<file path="src/rtl/iee_pkg.sv">
package iee_pkg;

  // ASCII codes the evaluator reacts to
  localparam logic [7:0] CH_0     = 8'h30;
  localparam logic [7:0] CH_9     = 8'h39;
  localparam logic [7:0] CH_PLUS  = 8'h2B;
  localparam logic [7:0] CH_MINUS = 8'h2D;
  localparam logic [7:0] CH_STAR  = 8'h2A;
  localparam logic [7:0] CH_SLASH = 8'h2F;
  localparam logic [7:0] CH_EQUAL = 8'h3D;

  // radix of the number reader
  localparam int unsigned RADIX = 10;

  typedef enum logic [5:0] {
    ST_IDLE  = 6'b000001,
    ST_MUL   = 6'b000010,
    ST_DIV   = 6'b000100,
    ST_FIX   = 6'b001000,
    ST_CLOSE = 6'b010000,
    ST_DONE  = 6'b100000
  } state_t;

  // what the operator does once the pending factor is folded in
  typedef enum logic [1:0] {
    CLS_FACTOR = 2'd0,   // '*' or '/'
    CLS_TERM   = 2'd1,   // '+' or '-'
    CLS_EQ     = 2'd2    // '='
  } op_cls_t;

endpackage

</file>
<file path="src/rtl/infix_expression_evaluator_unit.sv">
// Infix expression evaluator: + - * / over unsigned decimal literals, ends on '='.
//
// Input channel (in_valid/in_ready/in_char_code): one ASCII character per item.
// Digits build the current number, * and / fold it into the running term,
// + and - close the term into the sum, '=' closes everything and emits one
// result item. Spaces and any unknown character are dropped.
// Output channel (out_valid/out_ready): out_result_value holds the low 32 bits
// of the value; out_div_by_zero is set if any division had a zero divisor
// (that quotient is taken as 0).
// Timing: digits and ignored characters are taken without leaving the idle state.
// An operator with no pending product goes through the close state only. A pending
// '*' or '/' runs the shared adder one bit per cycle: the multiply state for a
// multiply, the divide and sign-fix states for a divide. '=' then passes the done
// state to reach the output register. in_ready is low while an operator is being worked.
// Reset (rst_n, synchronous): clears the expression state and drops any
// pending result. If the receiver stalls, a finished result waits in the
// output register and the block keeps taking characters; a second '=' holds
// in the done state until the first result has been taken.
module infix_expression_evaluator_unit
  import iee_pkg::*;
#(
  parameter int unsigned VALUE_WIDTH = 32
) (
  input  logic               clk,
  input  logic               rst_n,
  input  logic               in_valid,
  output logic               in_ready,
  input  logic [7:0]         in_char_code,
  output logic               out_valid,
  input  logic               out_ready,
  output logic signed [31:0] out_result_value,
  output logic               out_div_by_zero
);

  localparam int unsigned W     = VALUE_WIDTH;
  localparam int unsigned AW    = VALUE_WIDTH + 2;      // adder width, room for borrow
  localparam int unsigned CNT_W = $clog2(VALUE_WIDTH);

  // architectural state
  state_t          state_r, state_nxt;
  logic [W-1:0]    num_r, num_nxt;
  logic [W-1:0]    term_r, term_nxt;
  logic [W-1:0]    sum_r, sum_nxt;
  logic            term_is_div_r, term_is_div_nxt;
  logic            term_started_r, term_started_nxt;
  logic            sum_is_sub_r, sum_is_sub_nxt;
  logic            zdiv_r, zdiv_nxt;

  // pending operator
  op_cls_t         cls_r, cls_nxt;
  logic            flag_r, flag_nxt;      // new term_is_div / sum_is_sub

  // iteration registers: a = multiplicand / dividend-quotient,
  // b = multiplier / divisor, c = product / remainder
  logic [W-1:0]    a_r, a_nxt;
  logic [W-1:0]    b_r, b_nxt;
  logic [W-1:0]    c_r, c_nxt;
  logic            neg_r, neg_nxt;
  logic [CNT_W-1:0] cnt_r, cnt_nxt;

  // output register
  logic            out_valid_r, out_valid_nxt;
  logic [31:0]     out_value_r, out_value_nxt;
  logic            out_dz_r, out_dz_nxt;

  // shared adder/subtractor
  logic [AW-1:0]   add_a, add_b, add_res;
  logic            add_sub;

  logic            in_fire;
  logic            is_digit;
  logic            is_op;
  logic [3:0]      digit;
  logic [W-1:0]    num_times_radix;
  logic [W:0]      rem_shift;
  logic            qbit;
  logic [W-1:0]    term_mag;
  logic [W-1:0]    num_mag;
  logic [63:0]     sum_ext;

  assign in_ready  = (state_r == ST_IDLE);
  assign in_fire   = in_valid && in_ready;
  assign is_digit  = (in_char_code >= CH_0) && (in_char_code <= CH_9);
  assign is_op     = (in_char_code == CH_STAR) || (in_char_code == CH_SLASH) ||
                     (in_char_code == CH_PLUS) || (in_char_code == CH_MINUS) ||
                     (in_char_code == CH_EQUAL);
  assign digit     = 4'(in_char_code - CH_0);

  // x*10 = x*8 + x*2, wrapping at W bits
  assign num_times_radix = {num_r[W-4:0], 3'b000} + {num_r[W-2:0], 1'b0};

  assign term_mag = term_r[W-1] ? (~term_r + W'(1)) : term_r;
  assign num_mag  = num_r[W-1]  ? (~num_r  + W'(1)) : num_r;

  // restoring division step: shift next dividend bit into the remainder
  assign rem_shift = {c_r, a_r[W-1]};
  assign qbit      = ~add_res[AW-1];

  // shared adder operand selection
  always_comb begin
    add_a   = '0;
    add_b   = '0;
    add_sub = 1'b0;
    unique case (state_r)
      ST_MUL: begin
        add_a = {2'b00, c_r};
        add_b = {2'b00, a_r};
      end
      ST_DIV: begin
        add_a   = {1'b0, rem_shift};
        add_b   = {2'b00, b_r};
        add_sub = 1'b1;
      end
      ST_FIX: begin
        add_b   = {2'b00, a_r};
        add_sub = 1'b1;
      end
      ST_CLOSE: begin
        add_a   = {2'b00, sum_r};
        add_b   = {2'b00, term_r};
        add_sub = sum_is_sub_r;
      end
      ST_IDLE, ST_DONE: begin
      end
      default: begin
      end
    endcase
  end

  assign add_res = add_a + (add_sub ? ~add_b : add_b) + AW'(add_sub);

  assign sum_ext = 64'(sum_r);

  // sequencer
  always_comb begin
    state_nxt        = state_r;
    num_nxt          = num_r;
    term_nxt         = term_r;
    sum_nxt          = sum_r;
    term_is_div_nxt  = term_is_div_r;
    term_started_nxt = term_started_r;
    sum_is_sub_nxt   = sum_is_sub_r;
    zdiv_nxt         = zdiv_r;
    cls_nxt          = cls_r;
    flag_nxt         = flag_r;
    a_nxt            = a_r;
    b_nxt            = b_r;
    c_nxt            = c_r;
    neg_nxt          = neg_r;
    cnt_nxt          = cnt_r;
    out_valid_nxt    = out_valid_r && !out_ready;
    out_value_nxt    = out_value_r;
    out_dz_nxt       = out_dz_r;

    unique case (state_r)
      ST_IDLE: begin
        if (in_fire) begin
          if (is_digit) begin
            num_nxt = num_times_radix + W'(digit);
          end else if (is_op) begin
            // classify the operator
            priority if (in_char_code == CH_STAR || in_char_code == CH_SLASH) begin
              cls_nxt = CLS_FACTOR;
            end else if (in_char_code == CH_EQUAL) begin
              cls_nxt = CLS_EQ;
            end else begin
              cls_nxt = CLS_TERM;
            end
            flag_nxt = (in_char_code == CH_SLASH) || (in_char_code == CH_MINUS);
            num_nxt  = '0;
            cnt_nxt  = CNT_W'(W - 1);
            // fold the pending number into the term
            if (!term_started_r) begin
              term_nxt  = num_r;
              state_nxt = ST_CLOSE;
            end else if (term_is_div_r) begin
              if (num_r == '0) begin
                zdiv_nxt  = 1'b1;
                term_nxt  = '0;
                state_nxt = ST_CLOSE;
              end else begin
                a_nxt     = term_mag;
                b_nxt     = num_mag;
                c_nxt     = '0;
                neg_nxt   = term_r[W-1] ^ num_r[W-1];
                state_nxt = ST_DIV;
              end
            end else begin
              a_nxt     = term_r;
              b_nxt     = num_r;
              c_nxt     = '0;
              state_nxt = ST_MUL;
            end
          end
          // spaces and other characters: no change
        end
      end

      ST_MUL: begin
        // shift-add, low W bits of the product
        if (b_r[0]) begin
          c_nxt = add_res[W-1:0];
        end
        a_nxt   = {a_r[W-2:0], 1'b0};
        b_nxt   = {1'b0, b_r[W-1:1]};
        cnt_nxt = cnt_r - CNT_W'(1);
        if (cnt_r == '0) begin
          term_nxt  = b_r[0] ? add_res[W-1:0] : c_r;
          state_nxt = ST_CLOSE;
        end
      end

      ST_DIV: begin
        c_nxt   = qbit ? add_res[W-1:0] : rem_shift[W-1:0];
        a_nxt   = {a_r[W-2:0], qbit};
        cnt_nxt = cnt_r - CNT_W'(1);
        if (cnt_r == '0) begin
          state_nxt = ST_FIX;
        end
      end

      ST_FIX: begin
        // restore the sign of the quotient
        term_nxt  = neg_r ? add_res[W-1:0] : a_r;
        state_nxt = ST_CLOSE;
      end

      ST_CLOSE: begin
        unique case (cls_r)
          CLS_FACTOR: begin
            term_started_nxt = 1'b1;
            term_is_div_nxt  = flag_r;
            state_nxt        = ST_IDLE;
          end
          CLS_TERM: begin
            sum_nxt          = add_res[W-1:0];
            term_nxt         = '0;
            term_started_nxt = 1'b0;
            term_is_div_nxt  = 1'b0;
            sum_is_sub_nxt   = flag_r;
            state_nxt        = ST_IDLE;
          end
          CLS_EQ: begin
            sum_nxt   = add_res[W-1:0];
            state_nxt = ST_DONE;
          end
          default: begin
            state_nxt = ST_IDLE;
          end
        endcase
      end

      ST_DONE: begin
        // wait for a free output slot, then clear for the next expression
        if (!out_valid_r || out_ready) begin
          out_valid_nxt    = 1'b1;
          out_value_nxt    = sum_ext[31:0];
          out_dz_nxt       = zdiv_r;
          num_nxt          = '0;
          term_nxt         = '0;
          sum_nxt          = '0;
          term_is_div_nxt  = 1'b0;
          term_started_nxt = 1'b0;
          sum_is_sub_nxt   = 1'b0;
          zdiv_nxt         = 1'b0;
          state_nxt        = ST_IDLE;
        end
      end

      default: begin
        state_nxt = ST_IDLE;
      end
    endcase
  end

  always_ff @(posedge clk) begin
    if (!rst_n) begin
      state_r        <= ST_IDLE;
      num_r          <= '0;
      term_r         <= '0;
      sum_r          <= '0;
      term_is_div_r  <= 1'b0;
      term_started_r <= 1'b0;
      sum_is_sub_r   <= 1'b0;
      zdiv_r         <= 1'b0;
      cls_r          <= CLS_FACTOR;
      flag_r         <= 1'b0;
      cnt_r          <= '0;
      out_valid_r    <= 1'b0;
    end else begin
      state_r        <= state_nxt;
      num_r          <= num_nxt;
      term_r         <= term_nxt;
      sum_r          <= sum_nxt;
      term_is_div_r  <= term_is_div_nxt;
      term_started_r <= term_started_nxt;
      sum_is_sub_r   <= sum_is_sub_nxt;
      zdiv_r         <= zdiv_nxt;
      cls_r          <= cls_nxt;
      flag_r         <= flag_nxt;
      cnt_r          <= cnt_nxt;
      out_valid_r    <= out_valid_nxt;
    end
  end

  // datapath, no reset
  always_ff @(posedge clk) begin
    a_r         <= a_nxt;
    b_r         <= b_nxt;
    c_r         <= c_nxt;
    neg_r       <= neg_nxt;
    out_value_r <= out_value_nxt;
    out_dz_r    <= out_dz_nxt;
  end

  assign out_valid        = out_valid_r;
  assign out_result_value = out_value_r;
  assign out_div_by_zero  = out_dz_r;

  // remainder always stays below the divisor
  a_div_rem_bound: assert property (@(posedge clk) disable iff (!rst_n)
    (state_r == ST_DIV) |-> (c_r < b_r))
    else $error("division remainder not below divisor");

  // a bit-serial pass always starts with a full count
  a_iter_start: assert property (@(posedge clk) disable iff (!rst_n)
    ((state_r == ST_MUL || state_r == ST_DIV) && $past(state_r) == ST_IDLE)
      |-> (cnt_r == CNT_W'(W - 1)))
    else $error("iteration started with wrong count");

  // divide by a zero divisor marks the expression
  a_zero_div_flag: assert property (@(posedge clk) disable iff (!rst_n)
    (in_fire && is_op && term_started_r && term_is_div_r && num_r == '0)
      |=> (zdiv_r && term_r == '0))
    else $error("zero divisor not flagged");

  // emitting a result leaves a clean expression state
  a_clear_on_emit: assert property (@(posedge clk) disable iff (!rst_n)
    (state_r == ST_DONE && (!out_valid_r || out_ready))
      |=> (out_valid_r && sum_r == '0 && !zdiv_r && !term_started_r && state_r == ST_IDLE))
    else $error("state not cleared after result");

endmodule
</file>
<file path="config.mk">
export PLATFORM = sky130hd
export DESIGN_NAME = infix_expression_evaluator_unit
export DESIGN_NICKNAME = d
export VERILOG_FILES = /design/src/rtl/iee_pkg.sv /design/src/rtl/infix_expression_evaluator_unit.sv
export SDC_FILE = /design/constraint.sdc
export NUM_CORES = 1
export LEC_CHECK = 0
export ABC_CLOCK_PERIOD_IN_PS = 6200
export BUFFER_PORTS_ARGS = -buffer_cell sky130_fd_sc_hd__buf_2
export CORE_AREA = 4 4 209 211
export CTS_BUF_LIST = sky130_fd_sc_hd__clkbuf_2
export CTS_CLUSTER_DIAMETER = 40
export DETAILED_ROUTE_END_ITERATION = 10
export DIE_AREA = 0 0 213 215
export SETUP_SLACK_MARGIN = 0.1
export SYNTH_ARGS = -nofsm -noshare
export SYNTH_HDL_FRONTEND = slang
export SYNTH_SLANG_ARGS = --single-unit
export TNS_END_PERCENT = 10
</file>
<file path="constraint.sdc">
create_clock -name clk -period 6.2 [get_ports clk]
set_clock_uncertainty 0.1 [all_clocks]
set_input_delay 0.31 -clock clk [delete_from_list [all_inputs] [get_ports clk]]
set_output_delay 0.31 -clock clk [all_outputs]
set_load 0.1 [all_outputs]
</file>
==> impl_metrics.yaml <==
timing:
  period_needed_ns: 5.68
  worstMarginPinSlew_ns: 1.19
  max_freq_mhz: 176
  rsz0062_at_grt: "false"
  relSlewSlack: 0.208
  finalMaxSlewViolations: 0
  finalCritPeriodShare: 0.917
  fin_tns_setup_ns: 0
  finalHoldViolations: 0
  final-setup-viol-count: 0
detailed_routing:
  drc: 0
  ant_nets: 0
  wl_per_cell_um: 20.5
  wl_um: 51300
  dr_total_vias: 15000
  viasPerCell: 6.02
  drt_iter0_drc: 1884
  dr.pass1.iters: 7
setup_path:
  crit_fanout: 21
  path_cells: "or4_4, nor3b_4, buf_4, a222oi_1, xor2_1, ha_1, o211ai_1, nor3_1, nand3_2, nand3_2, a211oi_2, nor2_2, buf_4, mux2i_1, o22ai_1"
  required_ns: 6.70
  path_buf_inv: 2
  critPathSlowestCell: "nor2_2"
  cp-end-kind: "flop"
  crit_family: "simple AND/OR/NAND/NOR gates"
  cp.arrival_ns: 6.18
  path_class: "flop to flop"
  max_stage_delay_ns: 0.92
  start_kind: "flop"
die:
  die_y_um: 215
  fp.dieArea_sq_um: 45800
  io_pins: 47
  core_sq_um: 41800
  die_width_um: 213
  rows: 75
  start_util: 0.395
global_routing:
  grt_start_max_net_pins: 67
  use_met1: 0.322
  grt_busiest_layer: "met2"
  met2_usage: 0.326
  grt_overflow: 0
  antenna_found_initial: 1
  grt_usage: 0.222
  gr-usage-met3: 0.0473
  grt_pass1_wl_um: 81600
  grt_pass1_vias: 14300
place:
  dpl.hpwl_um: 37500
  globalplace.congestion: 0.902
  port_buffers: 46
synth:
  synthMuxAreaShare: 0.0288
  netlist_area_sq_um: 16500
  synth-adder-area-share: 0.0772
  synth-simple-area-share: 0.158
  syn_inst: 1850
  synth_top_family_by_area: "compound AO/OA/AOI/OAI gates"
  synthArstFlopShare: 0
  ys_seq_area_frac: 0.376
  syn_nets: 1962
  synth_edf_count: 130
  synth_ff_type: "edfxtp_1"
  synth_compound_area_frac: 0.243
  yosysWarningCount: 0
  ys_ff_latch: 245
  synth_xor_area_frac: 0.0764
  ys_types: 90
  syn_area_per_cell_sq_um: 8.92
power:
  peakVddDrop_mv: 0.0859
  leakagePower_nw: 7.21
  finalPower_mw: 3.21
  powerDensity_nw_per_um2: 177
clock_network:
  clock-sinks: 245
  clock_tree.buffer_depth: 3
  clockRootBuffer: "clkbuf_2"
  cts_tree: "yes"
  ctsResizeCount: 0
  htreeDepth: 3
  postCtsSetupBuffers: 0
  cts.clk_slew.worst_paths_ns: 0.10
  clock_latency_ns: 0.90
  numCtsBuffers: 68
layout:
  fin_util: 0.434
  num-fill-cells: 4060
  drive_above_1_share: 0.127
  nets: 2019
  area_delta_synth_final_pct: 9.91
worst_hold_path:
  worstHoldPathType: "primary input to flop"
run:
  cap_violations: 0
run_status:
  status: "complete, no violations"
synthesized netlist by cell type, types with 7 or more instances:
cell type	number	area, sq um
a311oi_1	8	70.1
a222oi_1	65	651
a21o_1	28	210
o21ai_0	161	806
a211oi_1	15	113
nor4_1	10	62.6
nor3b_1	7	52.6
edfxtp_1	130	3900
o21a_1	8	60.1
inv_1	57	214
nand2_1	203	762
xnor2_1	68	596
mux2i_1	34	340
nor2_1	160	601
dfxtp_1	115	2300
and2_1	13	81.3
buf_1	15	56.3
clkbuf_1	80	300
nor2b_1	14	87.6
mux2_2	10	113
a311o_1	7	70.1
o211ai_1	8	60.1
o22ai_1	13	81.3
or3_1	9	56.3
nand2b_1	13	81.3
nor3_1	30	150
o31ai_1	12	90.1
a21oi_1	110	551
ha_1	97	1210
a221oi_1	14	123
and3_1	13	81.3
xor2_1	76	666
nand3_1	39	195
a22oi_1	53	398
a31oi_1	26	163
buf_2	10	50.1
nand4_1	9	56.3
what timing repair did:
item / in CTS / in global routing
hold buffers: 16 / 0
endpoints found under the setup margin: 0 / 0
hold endpoints to repair: 46 / 0
final timing paths:
path              slack (ns)  cells past startpoint                   endpoint               startpoint
setup / recovery        0.52                     15          c_r[23]$_DFFE_PP_  state_r[0]$_SDFFE_PN1P_
hold / removal          0.12                      6      num_r[4]$_SDFFE_PN0P_          in_char_code[3]
setup reg to reg        0.52                     15          c_r[23]$_DFFE_PP_  state_r[0]$_SDFFE_PN1P_
hold reg to reg         0.35                      0  out_div_by_zero$_DFFE_PP_      zdiv_r$_SDFFE_PN0P_
report_power, final:
| group | internal [mW] | switching, mW |
|---|---|---|
| Sequential | 1.70 | 0.0189 |
| Clock | 0.576 | 0.714 |
| Combinational | 0.0662 | 0.130 |
layout make-up:
type | count | area, sq um | area share
inverters | 60 | 225 | 0.0124
clock inverters | 13 | 129 | 0.00710
clock buffers | 107 | 536 | 0.0295
well taps | 539 | 674 | 0.0372
diodes | 2 | 5.00 | 0.000276
flip-flops and latches | 245 | 6210 | 0.342
repair buffers | 97 | 691 | 0.0381
multi-input cells | 1435 | 9680 | 0.533
logic make-up (layout without fill, tap and decap cells):
kind of cell	Yosys count	after routing
compound gates	590	590
simple gates	556	556
flops	245	245
buf+inv	170	277
xor+xnor	144	144
fa+ha+maj	100	100
mux	45	45
other cells	0	2
cells in the final DEF (no fill, tap or decap), types with 14 or more instances in the layout:
cell / Yosys / layout
xor2_1: 76 / 76
nand2_1: 203 / 202
inv_1: 57 / 57
buf_2: 10 / 46
dfxtp_1: 115 / 115
ha_1: 97 / 97
o21ai_0: 161 / 160
mux2i_1: 34 / 34
nor3_1: 30 / 30
a21oi_1: 110 / 109
xnor2_1: 68 / 68
nor2b_1: 14 / 14
a22oi_1: 53 / 53
a221oi_1: 14 / 14
edfxtp_1: 130 / 130
a222oi_1: 65 / 65
dlygate4sd3_1: 0 / 16
nand3_1: 39 / 39
buf_4: 4 / 32
a211oi_1: 15 / 15
clkbuf_2: 0 / 107
a21o_1: 28 / 28
nor2_1: 160 / 159
a31oi_1: 26 / 26
metal layers:
metal,routed length (um),up-vias,part of all wire
met5,0,-,0
met4,1570,0,0.031
met3,4780,95,0.093
met2,21900,734,0.43
met1,23000,7071,0.45
li1,-,7128,-
sequential cells by signal, indices dropped and copies added, names as in the netlist:
name,cells
a_r,32
b_r,32
c_r,32
cls_r,2
cnt_r,5
flag_r,1
neg_r,1
num_r,32
out_div_by_zero,1
out_result_value,32
out_valid,1
state_r,6
sum_is_sub_r,1
sum_r,32
term_is_div_r,1
term_r,32
term_started_r,1
zdiv_r,1
per-stage QoR:
step / instance area (sq um) / hold WS [ns] / instances / setup slack (ns)
2_1_floorplan: 16500 / 0.309 / 1850 / 0.795
3_3_place_gp: 17300 / 0.319 / 2360 / 0.789
5_1_grt: 18100 / 0.156 / 2497 / 0.234
4_1_cts: 18100 / 0.0344 / 2496 / 0.661
6_report: 18100 / 0.116 / 2498 / 0.517
3_5_place_dp: 17300 / 0.333 / 2360 / 0.703
worst min-delay path: stages:
cell,delay [ns]
buf_2,0.13
fa_1,0.18
ha_1,0.19
xnor2_1,0.13
a22oi_1,0.06
nor2_1,0.08
Note: power is estimated with default switching activity, not from simulation.
